<file path="config.mk">
export PLATFORM = sky130hd
export DESIGN_NAME = pord_fifo
export DESIGN_NICKNAME = d
export VERILOG_FILES = /design/src/rtl/pord_pkg.sv /design/src/rtl/pord_fifo.sv
export SDC_FILE = /design/constraint.sdc
export NUM_CORES = 1
export LEC_CHECK = 0
export ABC_AREA = 0
export BUFFER_PORTS_ARGS = -buffer_cell sky130_fd_sc_hd__buf_4
export CORE_AREA = 10 10 47 49
export CTS_BUF_LIST = sky130_fd_sc_hd__clkbuf_16
export DETAILED_ROUTE_END_ITERATION = 8
export DIE_AREA = 0 0 57 59
export GPL_TIMING_DRIVEN = 0
export PLACE_DENSITY = 0.45
export SYNTH_ARGS = -nofsm -noshare
export SYNTH_HDL_FRONTEND = slang
export SYNTH_SLANG_ARGS = --single-unit
</file>
<file path="constraint.sdc">
create_clock -name clk_i -period 1.35 [get_ports clk_i]
set_input_delay 0.27 -clock clk_i [delete_from_list [all_inputs] [get_ports clk_i]]
set_output_delay 0.27 -clock clk_i [all_outputs]
set_load 0.02 [all_outputs]
</file>
<file path="src/rtl/pord_pkg.sv">
// shared types and constants for the permutation order block
`timescale 1ns / 1ps
package pord_pkg;

  localparam int unsigned IMAGE_W  = 14;
  localparam int unsigned COUNT_W  = 14;
  localparam int unsigned STATUS_W = 2;
  localparam int unsigned ORDER_W  = 48;
  localparam int unsigned HALF_W   = 24;

  localparam logic [ORDER_W-1:0] ORDER_MAX = {ORDER_W{1'b1}};

  localparam logic [STATUS_W-1:0] STATUS_OK  = 2'd0;
  localparam logic [STATUS_W-1:0] STATUS_BAD = 2'd1;
  localparam logic [STATUS_W-1:0] STATUS_SAT = 2'd2;

  typedef struct packed {
    logic invalid;
  } pord_job_t;

  typedef struct packed {
    logic idle;
    logic queue_empty;
  } pord_stat_t;

endpackage

</file>
<file path="src/rtl/pord_fifo.sv">
// two entry job queue between loader and walker
`timescale 1ns / 1ps
module pord_fifo (
  input  logic              clk_i,
  input  logic              rst_ni,
  input  logic              push_i,
  input  pord_pkg::pord_job_t push_data_i,
  input  logic              pop_i,
  output pord_pkg::pord_job_t pop_data_o,
  output logic              empty_o,
  output logic              full_o
);
  import pord_pkg::*;

  pord_job_t   mem_q [2];
  logic        wr_q;
  logic        rd_q;
  logic [1:0]  cnt_q;

  always_ff @(posedge clk_i or negedge rst_ni) begin
    if (!rst_ni) begin
      wr_q  <= 1'b0;
      rd_q  <= 1'b0;
      cnt_q <= '0;
    end else begin
      if (push_i && !full_o) begin
        wr_q <= ~wr_q;
      end
      if (pop_i && !empty_o) begin
        rd_q <= ~rd_q;
      end
      cnt_q <= cnt_q + {1'b0, push_i && !full_o} - {1'b0, pop_i && !empty_o};
    end
  end

  always_ff @(posedge clk_i) begin
    if (push_i && !full_o) begin
      mem_q[wr_q] <= push_data_i;
    end
  end

  assign pop_data_o = mem_q[rd_q];
  assign empty_o    = (cnt_q == 2'd0);
  assign full_o     = (cnt_q == 2'd2);

endmodule

</file>
After elaboration in Yosys (flattened, before gate mapping)
Memory sizes are Yosys's and may differ from the RTL's.
Index checks and enable logic that the tools add are counted.
{"block": "classes", "add_sub_neg": 2, "eq_ne": 1, "mux": 2, "bitwise_logic": 2, "reduce_logical": 5}
{"operator": "$add 2x1->2", "count": 1}
{"operator": "$eq 2x2->1 const B", "count": 1}
{"operator": "$logic_and 1x1->1", "count": 2}
{"operator": "$logic_not 1->1", "count": 2}
{"operator": "$logic_not 2->1", "count": 1}
{"operator": "$mux 1", "count": 2}
{"operator": "$not 1->1", "count": 2}
{"operator": "$sub 2x1->2", "count": 1}
{"block": "totals", "ff_bits": 4, "mem_bits_rw": 2, "inputBits": 5, "output_inout_bits": 3, "word_cells": 16, "n_memories": 1}
{"name": "mem_q", "words": 2, "word_bits": 1, "read_ports": 1, "rd_clocked_by_memory_dff": 0, "write_ports": 1, "line_no": "pord_fifo.sv:15", "rtl": "pord_job_t mem_q [2];"}

Logic depth before layout (Yosys ltp)
{"block": "depth", "ltp_word": 5, "depth_mapped": 7, "mapped_depth_nobuf": 7}

Worst setup path before layout
Ideal clock, no wire load.
{"block": "synth_path", "path_kind": "reg2reg", "from": "reg cnt_q[1]", "to": "reg cnt_q[1]", "setup_time_ns": 0.123, "t_arrival_ns": 1.577, "required_ns": 1.227, "slack_ns": -0.349, "path_stages_with_launch": 8, "n_path_buf": 0, "synth_period_minus_slack_ns": 1.699, "path_cell_list": "dfrtp_1 -> nor2_1 -> nor2b_2 -> ha_1 -> inv_1 -> ha_1 -> xnor2_1 -> xnor2_1"}
{"block": "synth_between", "elab_cells_between_ends": 8, "classes_between": "2 x add/sub; 1 x eq/ne; 5 x reduce/logical"}
{"item": "start, declared", "line_no": "pord_fifo.sv:18", "rtl": "logic [1:0] cnt_q;"}
{"item": "start signal, assigned", "line_no": "pord_fifo.sv:32", "rtl": "cnt_q <= cnt_q + {1'b0, push_i && !full_o} - {1'b0, pop_i && !empty_o};"}
{"item": "$logic_not 2->1", "line_no": "pord_fifo.sv:43", "rtl": "assign empty_o = (cnt_q == 2'd0);"}
{"item": "net empty_o", "line_no": "pord_fifo.sv:10", "rtl": "output logic empty_o,"}
{"item": "$logic_not 1->1", "line_no": "pord_fifo.sv:32"}
{"item": "$logic_and 1x1->1", "line_no": "pord_fifo.sv:32"}
{"item": "$sub 2x1->2", "line_no": "pord_fifo.sv:32"}
The timed path passes the listed nets, and every way through them passes these cells.
A chain may end at the register's enable or synchronous reset.

Worst setup path after layout
{"block": "layout_path", "from": "reg cnt_q[0]", "to": "reg cnt_q[1]"}
{"block": "layout_between", "elab_chain_cells": 5, "elab_cells_between_ends": 8, "classes_between": "2 x add/sub; 1 x eq/ne; 5 x reduce/logical"}
{"item": "$eq 2x2->1", "line_no": "pord_fifo.sv:44", "rtl": "assign full_o = (cnt_q == 2'd2);"}
{"item": "$logic_not 1->1", "line_no": "pord_fifo.sv:32"}
{"item": "$logic_and 1x1->1", "line_no": "pord_fifo.sv:32"}
{"item": "$add 2x1->2", "line_no": "pord_fifo.sv:32"}
{"item": "$sub 2x1->2 (*)", "line_no": "pord_fifo.sv:32"}
Every way passes the cells marked *; elsewhere a longest branch is shown, timed or not.

==> qor.txt <==
Worst-path maximum fanout = 3
Post-synth top area cell = dfrtp_1
Setup Viol. Count Final = 3
FMAX = 666 MHz
Final period utilization = 111%
Bufs on Longest Clock Path = 2
Failing checks = setup timing
DR WL/cell = 10.7 um
Syn Area/Cell = 12.9 sq um
CTS Buf Count = 3
Final hold vios = 0
Distinct cell type count after synthesis = 12
Vias in the first global route = 288
Rel. slew slack = 88.6%
TritonCTS clock tree = built
Largest net degree at the start of global routing = 5
Worst Path Arrival = 1600 ps
Skew final = 6.02 ps
# diodes = 0
DRC Markers = 0
TritonRoute pass-1 iters = 2
Initial DRC count = 2
GR Util All Layers = 4.43%
Worst Hold Class = input pin to flop
IO Count = 8
Routed vias = 234
Pre-CTS worst setup slack = -225 ps
Worst VDD drop = 0.00120 V
RSZ-0062 raised after global routing = true
Net Count, Synth = 28
Reg power frac = 21.9%
Layout cells sized above 1 = 63.6%
Final Cell Area = 557 sq um
Gate power share = 47.1%
Clk sinks = 6
Final Util = 39.7%
Area post-placement = 354 sq um
WL final = 641 um
Initial Utilization = 19.4%
H-tree levels = 1
CP Class = flop to flop
Critical path startpoint category = flop
Register area = 160 sq um
Leak pwr = 0.268 nW
DR vias/cell = 3.90
Routed Antenna Nets = 0
Worst Tran Pin Value = 171 ps
Chip Width = 57 um
Synth Register Bits = 6
Port Buf Inserts = 7
Area of the multi-input gates = 134 sq um
Die H = 59 um
Clock share of power = 31.0%
P_int = 1.10 mW
Pwr dens = 2770 nW/um^2
Layout Nets = 52
Status = finished, violations left
Routability cong. = 0.711
Total gr overflow = 0
Final WS setup = -152 ps
Placeable core area = 1400 sq um
Layout area overhead = 105%
Layout fillers = 141
# Max-Cap Violations = 0
Setup crit end kind = flop
Synth top area cells = dfrtp_1, edfxtp_1, xnor2_1
TNS Setup = -342 ps
Root Driver = clkbuf_16
Switch share = 28.7%
Top cell type's share of synthesized area = 36.9%
Core Rows = 14
Syn Inst Count = 21
Synth warnings = 0
Sequential area share after synthesis = 59.0%
Pins Over Slew Limit = 0
Antenna violations before repair = 0
First-pass GRT wire length = 1.13 mm
Worst-path clk slew = 40 ps
Cell Area, Synth = 272 sq um
Worst Path Required = 1450 ps
Post-layout minimum cycle time = 1500 ps
Worst-Skew Late Latency = 230 ps
NetSw = 0.442 mW
Die Area = 3360 sq um
[path summary, 6_finish.rpt]
check	to	cells past startpoint	slack, ps	start
max in group asynchronous	cnt_q[0]	2	860	rst_ni
setup reg to reg	cnt_q[1]	8	-150	cnt_q[0]
min in group asynchronous	rd_q	2	380	rst_ni
hold reg to reg	wr_q	1	500	wr_q
hold / removal	mem_q[1]	1	230	push_data_i
setup / recovery	cnt_q[1]	8	-150	cnt_q[0]
[final cells by class]
| type | count | share of cell area (%) |
|---|---|---|
| inverter | 2 | 1.35 |
| multi-input combinational | 13 | 24.0 |
| clock buffer | 3 | 13.5 |
| tap | 16 | 3.60 |
| sequential | 6 | 28.8 |
| clock inverter | 1 | 0.674 |
| timing repair buffer | 19 | 28.1 |
[cells by family after synthesis]
logic type	count (synthesis)	synth area share [%]
xor gates and xnor gates	4	12.9
buffers and inverters	2	2.77
adders and majority gates	2	9.22
and+or+nand+nor	6	12.0
DFF	6	59.0
muxes	1	4.15
[state kept, by name, indices dropped and copies added (netlist names)]
| signal | count |
|---|---|
| mem_q | 2 |
| cnt_q | 2 |
| wr_q | 1 |
| rd_q | 1 |
[per-stage QoR]
stage	hold slack (ps)	cells	total power, mW
floorplan	-25.6	21	0.617
global placement	71.2	44	0.731
detailed placement	69.3	44	0.748
CTS	234	57	1.49
global route	231	60	1.64
finish	233	60	1.54
[power by group through the flow]
stage                     Clock, mW  Combinational (mW)  Sequential [mW]
after global placement            0               0.386            0.345
after CTS                     0.489               0.665            0.332
after detailed placement          0               0.398            0.349
after global routing          0.504               0.794            0.346
after floorplan                   0               0.281            0.335
final                         0.478               0.726            0.337
[worst max-delay path: stages, from the launching register on]
cell and delay, ps:
dfrtp_1 390, buf_6 130, nor2_4 80, nor2b_2 50, ha_1 280, inv_2 40, ha_4 150, xnor2_2 120
xnor2_1 120
[layer usage]
layer	vias to the layer above	track usage [%]	wire (um)
met1	115	3.49	238
li1	115	-	-
met4	0	1.01	0
met5	-	0	0
met3	0	4.29	48
met2	4	7.75	354
[cell usage after synthesis]
master / count
nor2_1: 2
and3_1: 1
nand2b_1: 1
ha_1: 2
mux2_2: 1
xor2_1: 1
inv_1: 2
dfrtp_1: 4
xnor2_1: 3
nand2_1: 1
nor2b_2: 1
edfxtp_1: 2
[timing repair]
| action | in CTS | in global routing |
|---|---|---|
| setup buffers | 8 | 3 |
| pin swaps | 6 | 1 |
| hold buffers | 1 | 0 |
| endpoints found under the hold margin | 4 | 0 |
| setup endpoints to repair | 3 | 4 |
| gates resized for setup | 6 | 1 |
[layout by cell type, fill, tap and decap left out, drive strengths merged]
cell          n
inv           3
nand2         1
and3          1
dlygate4sd3   1
xnor2         3
nand2b        1
nor2b         1
edfxtp        2
clkbuf        3
ha            2
dfrtp         4
buf          18
mux2          1
xor2          1
nor2          2
(Power assumes the default switching activity.)
