--- src/rtl/pord_pkg.sv ---
// shared types and constants for the permutation order block
`timescale 1ns / 1ps
package pord_pkg;

  localparam int unsigned IMAGE_W  = 14;
  localparam int unsigned COUNT_W  = 14;
  localparam int unsigned STATUS_W = 2;
  localparam int unsigned ORDER_W  = 48;
  localparam int unsigned HALF_W   = 24;

  localparam logic [ORDER_W-1:0] ORDER_MAX = {ORDER_W{1'b1}};

  localparam logic [STATUS_W-1:0] STATUS_OK  = 2'd0;
  localparam logic [STATUS_W-1:0] STATUS_BAD = 2'd1;
  localparam logic [STATUS_W-1:0] STATUS_SAT = 2'd2;

  typedef struct packed {
    logic invalid;
  } pord_job_t;

  typedef struct packed {
    logic idle;
    logic queue_empty;
  } pord_stat_t;

endpackage

--- src/rtl/pord_front.sv ---
// loader: takes images, checks them and fills the store
`timescale 1ns / 1ps
module pord_front #(
  parameter int unsigned LW = 14,
  parameter int unsigned AW = 13
) (
  input  logic                         clk_i,
  input  logic                         rst_ni,
  input  logic                         restart_i,
  input  logic [LW-1:0]                n_i,
  input  pord_pkg::pord_stat_t         stat_i,
  input  logic                         in_valid_i,
  output logic                         in_ready_o,
  input  logic [pord_pkg::IMAGE_W-1:0] image_i,
  output logic [AW-1:0]                seen_raddr_o,
  input  logic                         seen_rdata_i,
  output logic                         seen_we_o,
  output logic [AW-1:0]                seen_waddr_o,
  output logic                         img_we_o,
  output logic [AW-1:0]                img_waddr_o,
  output logic [AW-1:0]                img_wdata_o,
  output logic                         push_o,
  output pord_pkg::pord_job_t          push_data_o
);
  import pord_pkg::*;

  typedef enum logic {F_IDLE, F_CHK} fstate_e;

  fstate_e            state_q;
  logic [LW-1:0]      load_q;
  logic               invalid_q;
  logic               range_q;
  logic [IMAGE_W-1:0] img_q;
  logic [IMAGE_W-1:0] img_m1;
  logic [IMAGE_W-1:0] stored_m1;
  logic               bad;
  logic               last;

  assign img_m1      = image_i - IMAGE_W'(1);
  assign stored_m1   = img_q - IMAGE_W'(1);
  assign in_ready_o  = (state_q == F_IDLE) && stat_i.idle && stat_i.queue_empty;
  assign seen_raddr_o = AW'(img_m1);
  assign bad         = !range_q || seen_rdata_i;
  assign last        = (load_q + LW'(1)) == n_i;

  assign img_we_o     = (state_q == F_CHK);
  assign img_waddr_o  = AW'(load_q);
  assign img_wdata_o  = bad ? '0 : AW'(stored_m1);
  assign seen_we_o    = (state_q == F_CHK) && !bad;
  assign seen_waddr_o = AW'(stored_m1);
  assign push_o       = (state_q == F_CHK) && last;
  assign push_data_o.invalid = invalid_q || bad;

  always_ff @(posedge clk_i or negedge rst_ni) begin
    if (!rst_ni) begin
      state_q   <= F_IDLE;
      load_q    <= '0;
      invalid_q <= 1'b0;
      range_q   <= 1'b0;
      img_q     <= '0;
    end else if (restart_i) begin
      state_q   <= F_IDLE;
      load_q    <= '0;
      invalid_q <= 1'b0;
    end else begin
      unique case (state_q)
        F_IDLE: begin
          if (in_valid_i && in_ready_o) begin
            img_q   <= image_i;
            range_q <= (image_i != '0) && (32'(image_i) <= 32'(n_i));
            state_q <= F_CHK;
          end
        end
        F_CHK: begin
          state_q <= F_IDLE;
          if (last) begin
            load_q    <= '0;
            invalid_q <= 1'b0;
          end else begin
            load_q    <= load_q + LW'(1);
            invalid_q <= invalid_q || bad;
          end
        end
        default: state_q <= F_IDLE;
      endcase
    end
  end

endmodule

--- config.mk ---
export PLATFORM = sky130hd
export DESIGN_NAME = pord_front
export DESIGN_NICKNAME = d
export VERILOG_FILES = /design/src/rtl/pord_pkg.sv /design/src/rtl/pord_front.sv
export SDC_FILE = /design/constraint.sdc
export NUM_CORES = 1
export LEC_CHECK = 0
export ABC_AREA = 1
export BUFFER_PORTS_ARGS = -buffer_cell sky130_fd_sc_hd__buf_2
export CAP_MARGIN = 0
export CORE_ASPECT_RATIO = 1.4
export CORE_MARGIN = 2
export CORE_UTILIZATION = 40
export CTS_CLUSTER_SIZE = 14
export DETAILED_ROUTE_END_ITERATION = 10
export PLACE_DENSITY_LB_ADDON = 0.05
export SETUP_SLACK_MARGIN = 0.02
export SKIP_LAST_GASP = 1
export SLEW_MARGIN = 40
export SYNTH_ARGS = -nofsm -noshare
export SYNTH_HDL_FRONTEND = slang
export SYNTH_SLANG_ARGS = --single-unit
--- constraint.sdc ---
create_clock -name clk_i -period 2.07 [get_ports clk_i]
set_input_delay 0 -clock clk_i [delete_from_list [all_inputs] [get_ports clk_i]]
set_output_delay 0 -clock clk_i [all_outputs]
set_load 0.005 [all_outputs]
; Word level (Yosys, flattened, before mapping)
; Index checks and enable logic that the tools add are counted.
; W data, S select, Z words.
[totals]
word_cells = 35
out_inout_bits = 57
inputBits = 35
reg_bits = 30
[op_classes]
magnitude_cmp = 1
n_eq_ne = 1
n_mux = 10
n_reduce_logical = 13
bitwise = 2
add_sub_neg = 3
[ops]
columns = operator, count
row1 = $mux W14, 3
row2 = $sub A13 B1 Y13 const B, 2
row3 = $add A14 B1 Y14 const B, 1
row4 = $eq A14 B14 Y1, 1
row5 = $le A14 B14 Y1, 1
row6 = $reduce_bool A14 Y1, 1
row7 = $mux W13, 1
row8 = $logic_and A1 B1 Y1, 6
row9 = $mux W1, 5
row10 = $reduce_and A3 Y1, 1
row11 = $logic_not A1 Y1, 2
row12 = $logic_or A1 B1 Y1, 2
row13 = $not A1 Y1, 2
row14 = $pmux W1 S2, 1
row15 = $reduce_bool A2 Y1, 1

; Depth between registers and ports, before layout
; Gate-level depths: netlist (run 1).
[depth]
depth_word = 7
ltp_mapped = 15

; Worst setup path before layout (run 1)
; OpenSTA, ideal clock, no wires.
[synth_path]
path_kind = reg2reg
from = register load_q[0]
to = register load_q[10]
synth_period_minus_slack_ns = 1.851
slack_ns = 0.219
arrival_time_ns = 1.734
path_stages_with_launch = 16
setup_time_ns = 0.117
path_cell_list = dfrtp_1 > ha_1 > nand2_2 > nor2_2 > nand2_1 > nand2_1 > nand2_1 > nand2_1 > nand2_1 > nor2_1 > nand2_1 > nor2_2 > nand2_2 > buf_6 > nand2_1 > nand2_1
[synth_via]
elab_chain_cells = 5
[synth_rtl]
columns = element, line_no
row1 = "start, declared", pord_front.sv:30  ; logic [LW-1:0] load_q;
row2 = "start signal, assigned", pord_front.sv:80  ; load_q <= load_q + LW'(1);
row3 = $add A14 B1 Y14 (*), "pord_front.sv:44, pord_front.sv:80"
row4 = $eq A14 B14 Y1, pord_front.sv:44  ; assign last = (load_q + LW'(1)) == n_i;
row5 = $mux W14 (*), pord_front.sv:76  ; if (last) begin
row6 = $mux W14 (*), pord_front.sv:66  ; unique case (state_q)
row7 = $mux W14 (*), pord_front.sv:61  ; end else if (restart_i) begin
; Every way passes the cells marked *; elsewhere a longest branch is shown, timed or not. The select of a mux whose other input is x is not followed.
; A chain may end at the register's enable or synchronous reset.

; Worst setup path in the final report (run 1)
[layout_path]
from = register load_q[1]
to = output port push_o
[layout_via]
elab_chain_cells = 3
[layout_rtl]
columns = element, line_no
row1 = $add A14 B1 Y14, pord_front.sv:44
row2 = $eq A14 B14 Y1, pord_front.sv:44
row3 = $logic_and A1 B1 Y1, pord_front.sv:51  ; assign push_o = (state_q == F_CHK) && last;
row4 = "end, declared", pord_front.sv:22  ; output logic push_o,
; Every way passes these cells.

==> results of run 1 <==
-- through the flow --
step | std cells | hold WS, ns | instance area (µm²)
CTS | 656 | 0.02920 | 3546
floorplan | 465 | -0.2956 | 2845
global route | 660 | 0.04264 | 3623
global placement | 642 | 0.09175 | 3363
detailed placement | 642 | 0.09093 | 3363
finish | 660 | 0.03663 | 3623
-- logic make-up (layout without fill, tap and decap cells) --
family	after synthesis	after routing	synth area share
AO/OA/AOI/OAI	47	47	0.08795
XOR/XNOR	12	12	0.03694
adder cells (fa/ha/maj)	17	17	0.07476
buffers and inverters	88	188	0.1398
flip-flops	30	30	0.2639
AND/OR/NAND/NOR	271	271	0.3967
-- what timing repair did --
item,CTS,global route
pin swaps,1,14
endpoints found under the setup margin,13,19
hold buffers,3,0
endpoints found under the hold margin,32,0
gates resized for setup,5,18
setup buffers,3,4
cloned,0,0
-- worst max-delay path by stage --
| stage | startpoint | to | slack (ns) | cells after the start |
|---|---|---|---|---|
| 4_1_cts | load_q[0] | push_o | -0.02 | 14 |
| 5_1_grt | load_q[1] | push_o | -0.22 | 12 |
| 6_report | load_q[1] | push_o | -0.07 | 12 |
| 3_5_place_dp | load_q[1] | load_q[4] | -0.001 | 14 |
| 3_3_place_gp | load_q[1] | load_q[1] | 0.07 | 12 |
| 2_1_floorplan | load_q[0] | load_q[10] | 0.22 | 15 |
-- final cells by class --
cell class / instances / area [µm²] / area share
tap: 95 / 118.9 / 0.03280
timing repair buffer: 113 / 631.9 / 0.1744
sequential: 30 / 752.0 / 0.2075
clock buffer: 8 / 110.1 / 0.03039
inverter: 67 / 251.5 / 0.06941
multi-input combinational: 347 / 1759 / 0.4855
-- cells in the mapped netlist --
library cell	n	area (µm²)
a21boi_0	1	7.510
a21oi_1	19	95.09
and2_1	1	6.260
buf_1	1	3.750
buf_4	14	105.1
buf_6	2	22.52
clkbuf_1	4	15.01
dfrtp_1	30	750.7
ha_1	17	212.7
inv_1	65	244.0
inv_2	2	7.510
nand2_1	152	570.6
nand2_2	4	25.02
nand3_1	33	165.2
nand4_1	9	56.30
nor2_1	58	217.7
nor2_2	3	18.77
nor2_4	1	11.26
nor3_1	5	25.02
o211ai_1	1	7.510
o21ai_0	23	115.1
o21bai_1	1	7.510
o21bai_2	1	11.26
o22ai_1	1	6.260
or2_2	4	25.02
or4_1	1	7.510
xnor2_1	2	17.52
xor2_1	10	87.58
-- report_power, final --
part	switching (mW)	internal [mW]	total [mW]
combinational	0.347	0.252	0.599
clock	0.230	0.336	0.565
sequential	0.0617	0.641	0.703
total	0.639	1.23	1.87
-- layer usage --
layer | global-route usage | vias to the layer above | wire length (µm)
li1 | - | 1645 | -
met1 | 0.2294 | 1406 | 3241
met2 | 0.3932 | 88 | 4493
met3 | 0.02432 | 20 | 351
met4 | 0.07519 | 0 | 232
met5 | 0 | - | 0
-- flip-flops by register name, summed over array words and instances (netlist names) --
register   count
img_q         13
img_we_o       1
invalid_q      1
load_q        14
range_q        1
-- worst register-to-register path, stage by stage (launching register included) --
cell     delay [ns]
dfrtp_1        0.40
nand2_2        0.08
nor2_4         0.24
buf_6          0.16
nand4_1        0.08
nand3_1        0.12
nand2_1        0.10
nor2_1         0.14
nand2_1        0.11
nor2_4         0.15
nand2_4        0.07
buf_4          0.20
nand2_1        0.09
nand2_1        0.05
==> impl_metrics.toml, run 1 <==
[detailed_routing]
ant_nets = 0
viasPerCell = 4.786
drt_wl_total_mm = 8.319
drtIter0Drc = 114
wl_per_cell_um = 12.60
drc = 0
drtPass1Iterations = 4
vias = 3159

[hold_path]
hp-class = "in2reg"
hold_end = "img_q[2]"
whs_path_depth = 3
worstHoldStart = "image_i[2]"

[grt]
grt_overflow_total = 0
grt_pass1_vias = 2897
grt_usage = 0.2100
antenna_found_initial = 0
grt_pass1_wl_mm = 12.75
grt_max_degree = 31

[timing]
fin_ws_ns = -0.07266
fin_setup_tns_ns = -0.08651
setup_viol = 2
worst_slew_pin_slew_ns = 0.6932
clock_skew_ns = 0.009345
max-slew-margin-rel = 0.5379
hold_viol = 0
drv_slew = 0
fin_crit_sh = 1.035
timing.fmax_mhz = 466.7
min_period_ns = 2.143
rsz0062_at_grt = "yes"

[yosys]
syn_nets = 517
synthCells = 465
yosysSeqAreaShare = 0.2639
synth_area_mm2 = 0.002845
syn_area_per_cell_um2 = 6.119
ys_types = 28
yosys_warnings = 0
yosys_register_bits = 30

[clock_tree]
clk_pin_slew_ns = 0.07
ctsHtreeMaxLevel = 2
clk_latency_ns = 0.29
cts_buffers = 5
cts_tree = "yes"
clock-root-buffer = "clkbuf_8"
clock_sinks = 30
cts_buffer_depth = 2

[setup_path]
slowest_delay_ns = 0.40
arrival_ns = 2.14
cp_slowest_cell = "dfrtp_1"
critPathTopFamily = "simple AND/OR/NAND/NOR gates"
start_kind = "flip-flop"
crit_path_max_fanout = 8
cp.required_ns = 2.07
crit_chain = "nand2_2, nor2_4, buf_6, nand4_1, nand3_1, nand2_1, nor2_1, nand2_1, nor2_4, nand2_4, nor2_2, buf_2"
r2r_end = "load_q[4]"
critical_path_buf_inv_count = 2
critPathCaptureType = "output pin"
r2r_slack_ns = -0.01
r2r-start = "load_q[1]"
rr_worst_depth = 13
worst-setup-path-type = "reg2out"

[power_and_ir_drop]
leakage_nw = 2.066
power_density_mw_per_mm2 = 515.3
vdd_drop_max_v = 0.0001988
finalPower_mw = 1.867

[placed_design]
hpwl_mm = 6.576
place_congestion = 0.8461
pre_cts_slack_ns = -0.0009559
io_buffers = 91

[finish]
synthToLayoutAreaGrowth_pct = 27.35
layout_commonest_cell = "nand2_1"
layout_common_cells = "nand2_1 (149), buf_2 (91), inv_1 (64)"
final_util = 0.5224
n_antenna_cell = 0
fillers = 803
nNetsFinal = 616
drive_gt1_frac = 0.2602

[die]
ios = 92
die_h_um = 103.8
rows = 36
core_mm2 = 0.006937
start_util = 0.4102
die-area_mm2 = 0.007813
fp.dieW_um = 75.28

[status]
violations = "negative setup slack"
run_status = "finished with violations"

[job]
cap_viol_max_count = 0
No activity file was read; power rests on OpenSTA's default activity.
==> inputs of run 2 (changes only) <==
GPL_TIMING_DRIVEN = 0   (was default)
==> run 2 against run 1 <==
Effect of this change: the flow still finishes with violations (negative setup slack); sequential power about the same; non-clock buffer count increased by 23; worst setup slack worse by 0.015 ns; count of clock-buffer cells in the layout decreased by 3; combinational power up 0.7%; global-route usage up 1.2 points; critical path depth up 2; design area rose by 6.5%; core utilization rose by 3.4 points.
==> impl_metrics.toml, run 2 (same netlist as run 1, synthesis figures left out) <==
[power_and_ir_drop]
finalPower_mw = 1.904
leakage_nw = 2.198
power_density_mw_per_mm2 = 493.5
vdd_drop_max_v = 0.0002388

[setup_path]
cp.required_ns = 2.07
worst-setup-path-type = "reg2out"
arrival_ns = 2.16
cp_slowest_cell = "dfrtp_1"
critPathCaptureType = "output pin"
start_kind = "flip-flop"
r2r-start = "load_q[0]"
r2r_slack_ns = -0.04
critical_path_buf_inv_count = 4
rr_worst_depth = 16
r2r_end = "load_q[7]"
slowest_delay_ns = 0.41
crit_path_max_fanout = 5
critPathTopFamily = "simple AND/OR/NAND/NOR gates"
crit_chain = "buf_6, nand2_4, nor2_4, buf_6, nand3_1, nand2_2, nor2_1, nor2_1, nand3_1, nor2_2, nand2_4, buf_8, nor2_4, buf_2"

[timing]
rsz0062_at_grt = "yes"
setup_viol = 9
min_period_ns = 2.158
clock_skew_ns = 0.006570
whs_ns = 0.01105
max-slew-margin-rel = 0.5221
hold_viol = 0
worst_slew_pin_slew_ns = 0.7169
fin_crit_sh = 1.043
timing.fmax_mhz = 463.4
drv_slew = 0
fin_ws_ns = -0.08810
fin_setup_tns_ns = -0.1762

[hold_path]
hold_end = "img_q[1]"
hp-class = "in2reg"
whs_path_depth = 3
worstHoldStart = "image_i[1]"

[detailed_routing]
vias = 3222
drtPass1Iterations = 4
drtIter0Drc = 110
ant_nets = 0
drc = 0
drt_wl_total_mm = 8.493
wl_per_cell_um = 12.43
viasPerCell = 4.717

[finish]
nNetsFinal = 639
synthToLayoutAreaGrowth_pct = 35.58
layout_common_cells = "nand2_1 (147), buf_2 (92), inv_1 (64)"
drive_gt1_frac = 0.2925
regMostFlops = "load_q"
layout_commonest_cell = "nand2_1"
fillers = 763
largest_register_ffs = 14
top_regs = "load_q (14), img_q (13)"
n_antenna_cell = 0

[die]
fp.dieW_um = 75.28
ios = 92
rows = 36
die-area_mm2 = 0.007813
start_util = 0.4102
die_h_um = 103.8
core_mm2 = 0.006937

[grt]
grt_overflow_total = 0
grt_pass1_wl_mm = 13.73
grt_max_degree = 31
grt_pass1_vias = 3117
grt_usage = 0.2221
antenna_found_initial = 0

[placed_design]
place_congestion = 0.9307
pre_cts_slack_ns = -0.1251
hpwl_mm = 6.664
io_buffers = 91

[clock_tree]
cts_buffer_depth = 2
cts_buffers = 5
clk_pin_slew_ns = 0.07
ctsHtreeMaxLevel = 2
clock_sinks = 30
cts_tree = "yes"
clock-root-buffer = "clkbuf_8"
clk_latency_ns = 0.29

[job]
cap_viol_max_count = 0

[status]
violations = "negative setup slack"
run_status = "finished with violations"
## run 2: changes by cell type in the layout (fill, tap and decap cells not counted), sizes merged
cell / delta
clkbuf: +1
clkinv: +2
buf: +19
bufinv: +1
## run 2: power breakdown
part           leakage (nW)  total, mW  internal, mW  switching, mW
registers             0.389      0.705         0.641         0.0636
logic                  1.75      0.603         0.254          0.349
clock network        0.0579      0.596         0.354          0.242
total                  2.20       1.90          1.25          0.655
## run 2: repair_timing
| item | CTS | global route |
|---|---|---|
| endpoints found under the setup margin | 18 | 20 |
| resized for setup | 23 | 17 |
| endpoints found under the hold margin | 32 | 0 |
| pin swaps | 7 | 12 |
| cloned | 1 | 0 |
| buffers inserted | 15 | 6 |
| hold buffers | 3 | 0 |
## run 2: how the worst max path moves through the flow
stage                     cells after the start          to  slack (ns)      start
after floorplan                              15  load_q[10]        0.22  load_q[0]
after global placement                       15  load_q[10]       -0.12  load_q[0]
after detailed placement                     15  load_q[10]       -0.13  load_q[0]
after CTS                                    16      push_o       -0.08  load_q[1]
after global routing                         14      push_o       -0.21  load_q[1]
final                                        14      push_o       -0.09  load_q[1]
## run 2: area by class of cell
cell class / instances / area [µm²] / share of cell area
multi-input combinational: 347 / 1819 / 0.4716
sequential: 30 / 757.0 / 0.1962
timing repair buffer: 115 / 651.9 / 0.1690
inverter: 67 / 251.5 / 0.06520
buffer: 21 / 150.1 / 0.03892
tap: 95 / 118.9 / 0.03081
clock buffer: 5 / 68.82 / 0.01784
clock inverter: 3 / 40.04 / 0.01038
## run 2: metrics by stage
stage / utilization / std cells / cell area [µm²]
finish: 0.5561 / 683 / 3857
global route: 0.5561 / 683 / 3857
CTS: 0.5415 / 678 / 3756
detailed placement: 0.4930 / 651 / 3420
global placement: 0.4930 / 651 / 3420
floorplan: - / 465 / 2845
## run 2: worst reg2reg max path: cells and delay by family (launching register included)
family	cells	cell delay, ns
buf+inv	10	1.18
compound gates	1	0.12
simple gates	5	0.30
flops	1	0.44
## run 2: layer usage
layer	vias to the layer above	GRT usage	wire (µm)
met5	-	0	0
met4	0	0.06767	115
met3	8	0.02821	349
met2	84	0.4186	4720
met1	1439	0.2440	3308
li1	1691	-	-
