## src/rtl/pord_pkg.sv

```systemverilog
// shared types and constants for the permutation order block
`timescale 1ns / 1ps
package pord_pkg;

  localparam int unsigned IMAGE_W  = 14;
  localparam int unsigned COUNT_W  = 14;
  localparam int unsigned STATUS_W = 2;
  localparam int unsigned ORDER_W  = 48;
  localparam int unsigned HALF_W   = 24;

  localparam logic [ORDER_W-1:0] ORDER_MAX = {ORDER_W{1'b1}};

  localparam logic [STATUS_W-1:0] STATUS_OK  = 2'd0;
  localparam logic [STATUS_W-1:0] STATUS_BAD = 2'd1;
  localparam logic [STATUS_W-1:0] STATUS_SAT = 2'd2;

  typedef struct packed {
    logic invalid;
  } pord_job_t;

  typedef struct packed {
    logic idle;
    logic queue_empty;
  } pord_stat_t;

endpackage

```

## src/rtl/pord_div.sv

```systemverilog
// iterative restoring divider, one quotient bit per cycle
`timescale 1ns / 1ps
module pord_div #(
  parameter int unsigned DW = 48,
  parameter int unsigned VW = 14
) (
  input  logic          clk_i,
  input  logic          rst_ni,
  input  logic          start_i,
  input  logic [DW-1:0] a_i,
  input  logic [VW-1:0] b_i,
  output logic          done_o,
  output logic [DW-1:0] quo_o,
  output logic [VW-1:0] rem_o
);

  localparam int unsigned CW = $clog2(DW + 1);

  logic [DW-1:0] quo_q;
  logic [VW-1:0] rem_q;
  logic [VW-1:0] div_q;
  logic [CW-1:0] cnt_q;
  logic          busy_q;
  logic          done_q;
  logic [VW:0]   trial;
  logic          ge;

  assign trial = {rem_q, quo_q[DW-1]};
  assign ge    = trial >= {1'b0, div_q};

  always_ff @(posedge clk_i or negedge rst_ni) begin
    if (!rst_ni) begin
      busy_q <= 1'b0;
      done_q <= 1'b0;
      cnt_q  <= '0;
    end else begin
      done_q <= 1'b0;
      if (start_i) begin
        busy_q <= 1'b1;
        cnt_q  <= CW'(DW);
      end else if (busy_q) begin
        cnt_q <= cnt_q - 1'b1;
        if (cnt_q == CW'(1)) begin
          busy_q <= 1'b0;
          done_q <= 1'b1;
        end
      end
    end
  end

  always_ff @(posedge clk_i) begin
    if (start_i) begin
      quo_q <= a_i;
      rem_q <= '0;
      div_q <= b_i;
    end else if (busy_q) begin
      quo_q <= {quo_q[DW-2:0], ge};
      rem_q <= ge ? VW'(trial - {1'b0, div_q}) : trial[VW-1:0];
    end
  end

  assign done_o = done_q;
  assign quo_o  = quo_q;
  assign rem_o  = rem_q;

endmodule

```

## src/rtl/pord_back.sv

```systemverilog
// walker: clears marks, follows cycles, folds lcm and holds the result
`timescale 1ns / 1ps
module pord_back #(
  parameter int unsigned MAX_POINTS = 8192,
  parameter int unsigned LW = 14,
  parameter int unsigned AW = 13
) (
  input  logic                          clk_i,
  input  logic                          rst_ni,
  input  logic                          restart_i,
  input  logic [LW-1:0]                 n_i,
  output pord_pkg::pord_stat_t          stat_o,
  input  logic                          queue_empty_i,
  input  pord_pkg::pord_job_t           job_i,
  output logic                          pop_o,
  output logic [AW-1:0]                 raddr_o,
  input  logic                          seen_rdata_i,
  input  logic [AW-1:0]                 img_rdata_i,
  output logic                          seen_we_o,
  output logic [AW-1:0]                 seen_waddr_o,
  output logic                          out_valid_o,
  input  logic                          out_ready_i,
  output logic [pord_pkg::STATUS_W-1:0] status_o,
  output logic [pord_pkg::ORDER_W-1:0]  order_o,
  output logic                          is_identity_o
);
  import pord_pkg::*;

  typedef enum logic [3:0] {
    B_CLEAR, B_IDLE, B_RD, B_CHK, B_FOL, B_FOLW, B_NEXT,
    B_GCD, B_GWAIT, B_QWAIT, B_MUL0, B_MUL1, B_SUM, B_OUT
  } bstate_e;

  localparam int unsigned PW = HALF_W + LW;
  localparam int unsigned TW = ORDER_W + LW;

  bstate_e             state_q;
  logic [LW-1:0]       clr_q;
  logic [LW-1:0]       m_q;
  logic [AW-1:0]       j_q;
  logic [LW-1:0]       len_q;
  logic [ORDER_W-1:0]  acc_q;
  logic [ORDER_W-1:0]  a_q;
  logic [LW-1:0]       b_q;
  logic [LW-1:0]       k_q;
  logic [PW-1:0]       plo_q;
  logic [PW-1:0]       phi_q;
  logic                sat_q;
  logic                ident_q;
  logic                bad_q;
  logic                out_valid_q;
  logic [STATUS_W-1:0] status_q;
  logic [ORDER_W-1:0]  order_q;
  logic                ident_out_q;

  logic                div_start;
  logic [ORDER_W-1:0]  div_a;
  logic [LW-1:0]       div_b;
  logic                div_done;
  logic [ORDER_W-1:0]  div_quo;
  logic [LW-1:0]       div_rem;
  logic [TW-1:0]       total;

  pord_div #(.DW(ORDER_W), .VW(LW)) u_div (
    .clk_i   (clk_i),
    .rst_ni  (rst_ni),
    .start_i (div_start),
    .a_i     (div_a),
    .b_i     (div_b),
    .done_o  (div_done),
    .quo_o   (div_quo),
    .rem_o   (div_rem)
  );

  assign total = {phi_q, {HALF_W{1'b0}}} + TW'(plo_q);

  always_comb begin
    div_start = 1'b0;
    div_a     = a_q;
    div_b     = b_q;
    if (state_q == B_GCD) begin
      div_start = 1'b1;
      if (b_q == '0) begin
        div_a = ORDER_W'(len_q);
        div_b = a_q[LW-1:0];
      end
    end
  end

  assign stat_o.idle        = (state_q == B_IDLE);
  assign stat_o.queue_empty = queue_empty_i;
  assign pop_o   = (state_q == B_IDLE) && !queue_empty_i && !restart_i;
  assign raddr_o = (state_q == B_FOL) ? j_q : AW'(m_q);

  always_comb begin
    seen_we_o    = 1'b0;
    seen_waddr_o = AW'(clr_q);
    unique case (state_q)
      B_CLEAR: seen_we_o = 1'b1;
      B_CHK: begin
        seen_we_o    = seen_rdata_i;
        seen_waddr_o = AW'(m_q);
      end
      B_FOL: begin
        seen_we_o    = (j_q != AW'(m_q));
        seen_waddr_o = j_q;
      end
      default: seen_we_o = 1'b0;
    endcase
  end

  always_ff @(posedge clk_i or negedge rst_ni) begin
    if (!rst_ni) begin
      state_q     <= B_CLEAR;
      clr_q       <= '0;
      out_valid_q <= 1'b0;
      m_q         <= '0;
      len_q       <= '0;
      sat_q       <= 1'b0;
      ident_q     <= 1'b1;
      bad_q       <= 1'b0;
    end else begin
      if (out_valid_q && out_ready_i) begin
        out_valid_q <= 1'b0;
      end
      unique case (state_q)
        B_CLEAR: begin
          clr_q <= clr_q + LW'(1);
          if (clr_q == LW'(MAX_POINTS - 1)) begin
            state_q <= B_IDLE;
          end
        end
        B_IDLE: begin
          if (restart_i) begin
            clr_q   <= '0;
            state_q <= B_CLEAR;
          end else if (!queue_empty_i) begin
            m_q     <= '0;
            acc_q   <= ORDER_W'(1);
            sat_q   <= 1'b0;
            ident_q <= 1'b1;
            bad_q   <= job_i.invalid;
            state_q <= job_i.invalid ? B_OUT : B_RD;
          end
        end
        B_RD: state_q <= B_CHK;
        B_CHK: begin
          if (seen_rdata_i) begin
            j_q     <= img_rdata_i;
            len_q   <= LW'(1);
            state_q <= B_FOL;
          end else begin
            state_q <= B_NEXT;
          end
        end
        B_FOL: begin
          if (j_q == AW'(m_q)) begin
            if (len_q != LW'(1)) begin
              ident_q <= 1'b0;
            end
            if (len_q != LW'(1) && !sat_q) begin
              a_q     <= acc_q;
              b_q     <= len_q;
              state_q <= B_GCD;
            end else begin
              state_q <= B_NEXT;
            end
          end else begin
            len_q   <= len_q + LW'(1);
            state_q <= B_FOLW;
          end
        end
        B_FOLW: begin
          j_q     <= img_rdata_i;
          state_q <= B_FOL;
        end
        B_NEXT: begin
          if (m_q + LW'(1) == n_i) begin
            state_q <= B_OUT;
          end else begin
            m_q     <= m_q + LW'(1);
            state_q <= B_RD;
          end
        end
        B_GCD: state_q <= (b_q == '0) ? B_QWAIT : B_GWAIT;
        B_GWAIT: begin
          if (div_done) begin
            a_q     <= ORDER_W'(b_q);
            b_q     <= div_rem;
            state_q <= B_GCD;
          end
        end
        B_QWAIT: begin
          if (div_done) begin
            k_q     <= div_quo[LW-1:0];
            state_q <= B_MUL0;
          end
        end
        B_MUL0: begin
          plo_q   <= PW'(acc_q[HALF_W-1:0]) * PW'(k_q);
          state_q <= B_MUL1;
        end
        B_MUL1: begin
          phi_q   <= PW'(acc_q[ORDER_W-1:HALF_W]) * PW'(k_q);
          state_q <= B_SUM;
        end
        B_SUM: begin
          if (|total[TW-1:ORDER_W]) begin
            sat_q <= 1'b1;
          end else begin
            acc_q <= total[ORDER_W-1:0];
          end
          state_q <= B_NEXT;
        end
        B_OUT: begin
          if (!out_valid_q) begin
            out_valid_q <= 1'b1;
            if (bad_q) begin
              status_q    <= STATUS_BAD;
              order_q     <= '0;
              ident_out_q <= 1'b0;
              clr_q       <= '0;
              state_q     <= B_CLEAR;
            end else begin
              if (sat_q) begin
                status_q    <= STATUS_SAT;
                order_q     <= ORDER_MAX;
                ident_out_q <= 1'b0;
              end else begin
                status_q    <= STATUS_OK;
                order_q     <= acc_q;
                ident_out_q <= ident_q;
              end
              state_q <= B_IDLE;
            end
          end
        end
        default: state_q <= B_IDLE;
      endcase
    end
  end

  assign out_valid_o   = out_valid_q;
  assign status_o      = status_q;
  assign order_o       = order_q;
  assign is_identity_o = ident_out_q;

endmodule

```

## config.mk

```make
export PLATFORM = sky130hd
export DESIGN_NAME = pord_back
export DESIGN_NICKNAME = d
export VERILOG_FILES = /design/src/rtl/pord_pkg.sv /design/src/rtl/pord_div.sv /design/src/rtl/pord_back.sv
export SDC_FILE = /design/constraint.sdc
export NUM_CORES = 2
export LEC_CHECK = 0
export ABC_AREA = 0
export BUFFER_PORTS_ARGS = -buffer_cell sky130_fd_sc_hd__buf_4
export CORE_UTILIZATION = 25
export CTS_BUF_LIST = sky130_fd_sc_hd__clkbuf_8
export DETAILED_ROUTE_END_ITERATION = 10
export SLEW_MARGIN = 20
export SYNTH_ARGS = -nofsm -noshare
export SYNTH_HDL_FRONTEND = slang
export SYNTH_SLANG_ARGS = --single-unit
```

## constraint.sdc

```tcl
create_clock -name clk_i -period 9.2 [get_ports clk_i]
set_input_delay 2.76 -clock clk_i [delete_from_list [all_inputs] [get_ports clk_i]]
set_output_delay 2.76 -clock clk_i [all_outputs]
set_load 0.02 [all_outputs]
```

# Word level (Yosys, flattened, before mapping)
# Index checks and enable logic that the tools add are counted.
[op_classes]
n_eq_ne = 36
n_reduce_logical = 33
n_shift = 0
muxes = 72
n_lt_le_gt_ge = 1
add_sub_neg = 6
n_mul = 2
bitwise = 3
div_mod_pow = 0
[ops]
columns = ["operator", "n"]
rows = [
  ["two-way mux 48 bit", 11],
  ["two-way mux 14 bit", 14],
  ["case mux 48 bit (2 select lines)", 2],
  ["case mux 14 bit (2 select lines)", 3],
  ["multiplier 24 x 14 -> 38 bit", 2],
  ["adder 62 x 38 -> 62 bit", 1],
  ["case mux 4 bit (14 select lines)", 1],
  ["case mux 13 bit (2 select lines)", 2],
  ["adder 14 x 1 -> 14 bit (second input constant)", 3],
  ["case mux 14 bit (3 select lines)", 1],
  ["two-way mux 4 bit", 9],
  ["two-way mux 13 bit", 2],
  ["equality test 4 bit (second input constant)", 6],
  ["!= test 2 bit (second input constant)", 11],
  ["two-way mux 1 bit", 20],
  ["AND reduction 5 bit", 4],
  ["equality test 4 x 3 -> 1 bit (second input constant)", 4],
  [">= comparator 15 x 14 -> 1 bit", 1],
  ["AND reduction 3 bit", 5],
  ["equality test 14 x 13 -> 1 bit (second input constant)", 1],
  ["equality test 14 bit", 1],
  ["zero test 14 bit", 1],
  ["!= test 14 x 1 -> 1 bit (second input constant)", 1],
  ["nonzero test 2 bit", 7],
  ["other kinds (22)", 40],
]
[totals]
ff_bits = 398
romBits = 0
wordCells = 177
inputBits = 34
mem_bits_rw = 0
mem_count = 0
latch_bits = 0

# Logic depth before layout (Yosys ltp)
[logic_depth]
word_depth = 5
mapped_depth = 25
depth_no_buf = 24

# Cells and area by module
# From an unflattened synthesis, not the netlist that was laid out.
[hier_totals]
hier_cells = 4037
hier_area_um2 = 40134.7
[by_module_without_submodules]
columns = ["module", "cells_each", "instances", "area_per_inst_um2"]
rows = [
  ["pord_back", 3705, 1, 35924.5],
  ["pord_div", 332, 1, 4210.3],
]

# Worst setup path after synthesis
# No wires, ideal clock.
[synth_path]
path_kind = "input to register"
startpoint = "input rst_ni"
endpoint = "register ident_out_q (netlist: is_identity_o) (enable)"
setup_time_ns = 0.533
n_path_buf = 0
arrival_ns = 6.473
cell_stages = 1
setup_slack_ns = 2.194
path_cell_list = "nor3b_1"
[synth_between]
elab_chain_cells = 1
[synth_rtl]
columns = ["element", "line", "text"]
rows = [
  ["from (decl)", "pord_back.sv:9", "input logic rst_ni,"],
  ["AND reduction 3 bit (no source line)", "--", ""],
  ["to (signal assigned)", "pord_back.sv:232", "ident_out_q <= ident_q;"],
  ["to (decl)", "pord_back.sv:54", "logic ident_out_q;"],
]
# No other way between the ends.
# A chain may end at the register's enable or synchronous reset.

# Final worst setup path
[layout_path]
startpoint = "register k_q[10]"
endpoint = "register phi_q[36] (data pin)"
[layout_between]
elab_chain_cells = 1
[layout_rtl]
columns = ["element", "line", "text"]
rows = [
  ["from (decl)", "pord_back.sv:45", "logic [LW-1:0] k_q;"],
  ["from (signal assigned)", "pord_back.sv:195", "k_q <= div_quo[LW-1:0];"],
  ["multiplier 24 x 14 -> 38 bit", "pord_back.sv:204", "phi_q <= PW'(acc_q[ORDER_W-1:HALF_W]) * PW'(k_q);"],
  ["to (signal assigned)", "pord_back.sv:204", ""],
  ["to (decl)", "pord_back.sv:47", "logic [PW-1:0] phi_q;"],
]
# No other way between the ends.

==> results.cfg <==
[timing]
period_minus_slack_ns = 7.440
post-route-period-util = 0.8087
max_freq_mhz = 134.4
finalHoldViolCount = 0
slew_viol_final = 0
finClkSkew_ns = 0.05629
rsz0062_at_grt = no
tns_ns = 0
whs_ns = 0.4489
tightest_slew_ns = 1.160
max_slew_margin = 0.2270
finalSetupViolCount = 0

[clock_tree]
htreeDepth = 3
clk_latency_ns = 0.77
cts_hold_buffers = 0
cts_resized = 0
cts_made_buffers = 72
cts-root-buf = clkbuf_8
cts.path.max_buffers = 3
cts.sinks = 398
cts.clk_slew.worst_paths_ns = 0.07
post_cts_buffers = 0
cts_tree = done

[placed_design]
portBuffers = 115
gp_congestion = 0.8528
hpwlAfterDp_um = 73600

[grt]
first_global_vias = 29530
grt_usage = 0.1280
grt_max_degree = 73
antenna_found_initial = 2
overflow = 0
grt_pass1_wl_um = 164900

[synth]
yosys_warnings = 0
syn_area_per_cell_um2 = 9.884
synthArstFlopShare = 0.1457
synth_flop_cell = edfxtp_1
synth_area_leaders = fa_1 26%, edfxtp_1 25%, ha_1 7.5%
syn-instance-count = 4019
netlist_area_mm2 = 0.03972
synth_area_leader_cell = fa_1
synth_cell_types = 87
synth.top_cell.area_share = 0.2641
ys_seq_area_frac = 0.2901
synth.net_count = 4815
synth_edf_count = 326
synth-seq-cells = 398

[route]
avgViaCountPerCell = 4.511
drt_iter0_markers = 1742
wl_um = 100800
firstDrtPassIters = 5
drt_drc_violations_left = 0
wl_per_cell_um = 16.35
final_antenna_net_count = 0
vias = 27810

[layout]
drive_above_1_share = 0.08402
nets = 4844
fillers = 16290
mostFrequentLayoutCells = 628 x inv_1, 571 x nand2_1, 524 x fa_1, 331 x and2_1, 326 x edfxtp_1
syn_to_final_growth_pct = 11.36
final_common_cell = inv_1

[pwr]
ir_drop_mv = 0.2250
powerDensity_mw_per_mm2 = 207.2
p_leak_nw = 19.59

[worst_setup_path]
crit_arrival_ns = 7.92
worstPathRequired_ns = 9.68
cp-end-kind = register
critPathLaunchType = register
critPathKind = reg2reg
crit_fanout = 29

[run]
maxCapViolCount = 0

[floorplan]
initial_core_util = 0.2531
core.rowCount = 145
core_area_mm2 = 0.1569
io_pins = 116
chipHeight_um = 400.6
die_w_um = 400.6
dieArea_mm2 = 0.1605

[worst_hold_path]
hp-class = reg2reg

[outcome]
outcome = complete, no violations
-- final cells by class --
| class | instances | area, um^2 | share of cell area |
|---|---|---|---|
| Clock inverter | 55 | 409.1 | 0.009250 |
| Multi-Input combinational cell | 2814 | 25200 | 0.5697 |
| Antenna cell | 1 | 2.502 | 0.00005657 |
| Timing Repair Buffer | 155 | 1179 | 0.02665 |
| Tap cell | 2058 | 2575 | 0.05821 |
| Sequential cell | 398 | 11530 | 0.2606 |
| Clock buffer | 77 | 1060 | 0.02396 |
| Inverter | 607 | 2280 | 0.05154 |
-- worst paths after layout --
| path | startpoint | end | slack [ns] | cells past startpoint |
|---|---|---|---|---|
| min in group asynchronous | rst_ni | clr_q[4] | 2.23 | 2 |
| min | u_div.quo_o[6] | k_q[6] | 0.45 | 0 |
| max in group asynchronous | rst_ni | sat_q | 6.27 | 2 |
| max | k_q[10] | phi_q[36] | 1.76 | 22 |
| min reg2reg | u_div.quo_o[6] | k_q[6] | 0.45 | 0 |
| max reg2reg | k_q[10] | phi_q[36] | 1.76 | 22 |
-- report_power, final --
group          internal [mW]  switching (mW)
sequential              2.53           0.286
clock                  0.905           0.840
combinational           1.88            2.73
-- critical path, stage by stage, from the launching register on --
cell and delay (ns):
edfxtp_1 1.09, buf_4 0.42, nand2_1 0.11, fa_1 0.51, inv_1 0.05, fa_1 0.55
fa_1 0.46, fa_1 0.49, fa_1 0.50, inv_1 0.06, fa_1 0.48, inv_1 0.04
ha_1 0.33, a21o_1 0.19, a221o_1 0.34, a21oi_1 0.13, o21ai_1 0.12, o211ai_1 0.24
a21oi_1 0.16, o31a_1 0.32, o211ai_1 0.22, mux2i_1 0.21, o2111ai_1 0.12
-- kinds of logic after synthesis --
logic type / Yosys count / synth area share
AOI/OAI and AO/OA: 441 / 0.07131
muxes: 72 / 0.01943
and+or+nand+nor: 1382 / 0.1684
buffers and inverters: 807 / 0.07711
xor gates and xnor gates: 157 / 0.03462
adders and majority gates: 762 / 0.3390
DFF: 398 / 0.2901
-- cells in the mapped netlist, drive strengths merged, types with 31 or more instances --
master  count
inv       606
mux2       41
nand3      46
nor2b      57
nor3       33
ha        238
fa        524
nand2     572
xnor2      93
edfxtp    326
nor2      220
clkbuf    178
dfrtp      57
a21oi     105
o21ai     138
and2      334
xor2       64
a21o       58
mux2i      31
-- metal layers --
metal / share of wire / track usage
met5: 0 / 0
met4: 0.026 / 0.04190
met3: 0.049 / 0.01567
met2: 0.47 / 0.2084
met1: 0.46 / 0.1756
-- registers in the layout (all words and copies together), names as in the netlist, 2 cells and up --
name         flops
a_q             48
status_o         2
state_q          4
k_q             14
phi_q           38
clr_q           14
u_div.quo_o     48
plo_q           38
order_o         48
m_q             14
u_div.rem_o     14
u_div.cnt_q      6
u_div.div_q     14
acc_q           48
b_q             14
j_q             13
len_q           14
-- metrics by stage --
stage	power (mW)	worst slack (ns)	cells	instance area [um^2]	util
after floorplan	6.144	2.194	4019	39720	-
after global placement	7.390	1.812	6030	42720	0.2722
after detailed placement	7.399	1.836	6032	42750	0.2724
after CTS	9.255	1.754	6164	44220	0.2818
after global routing	9.975	1.421	6165	44230	0.2819
final	9.164	1.760	6165	44230	0.2819
Note: power is estimated with default switching activity, not from simulation.
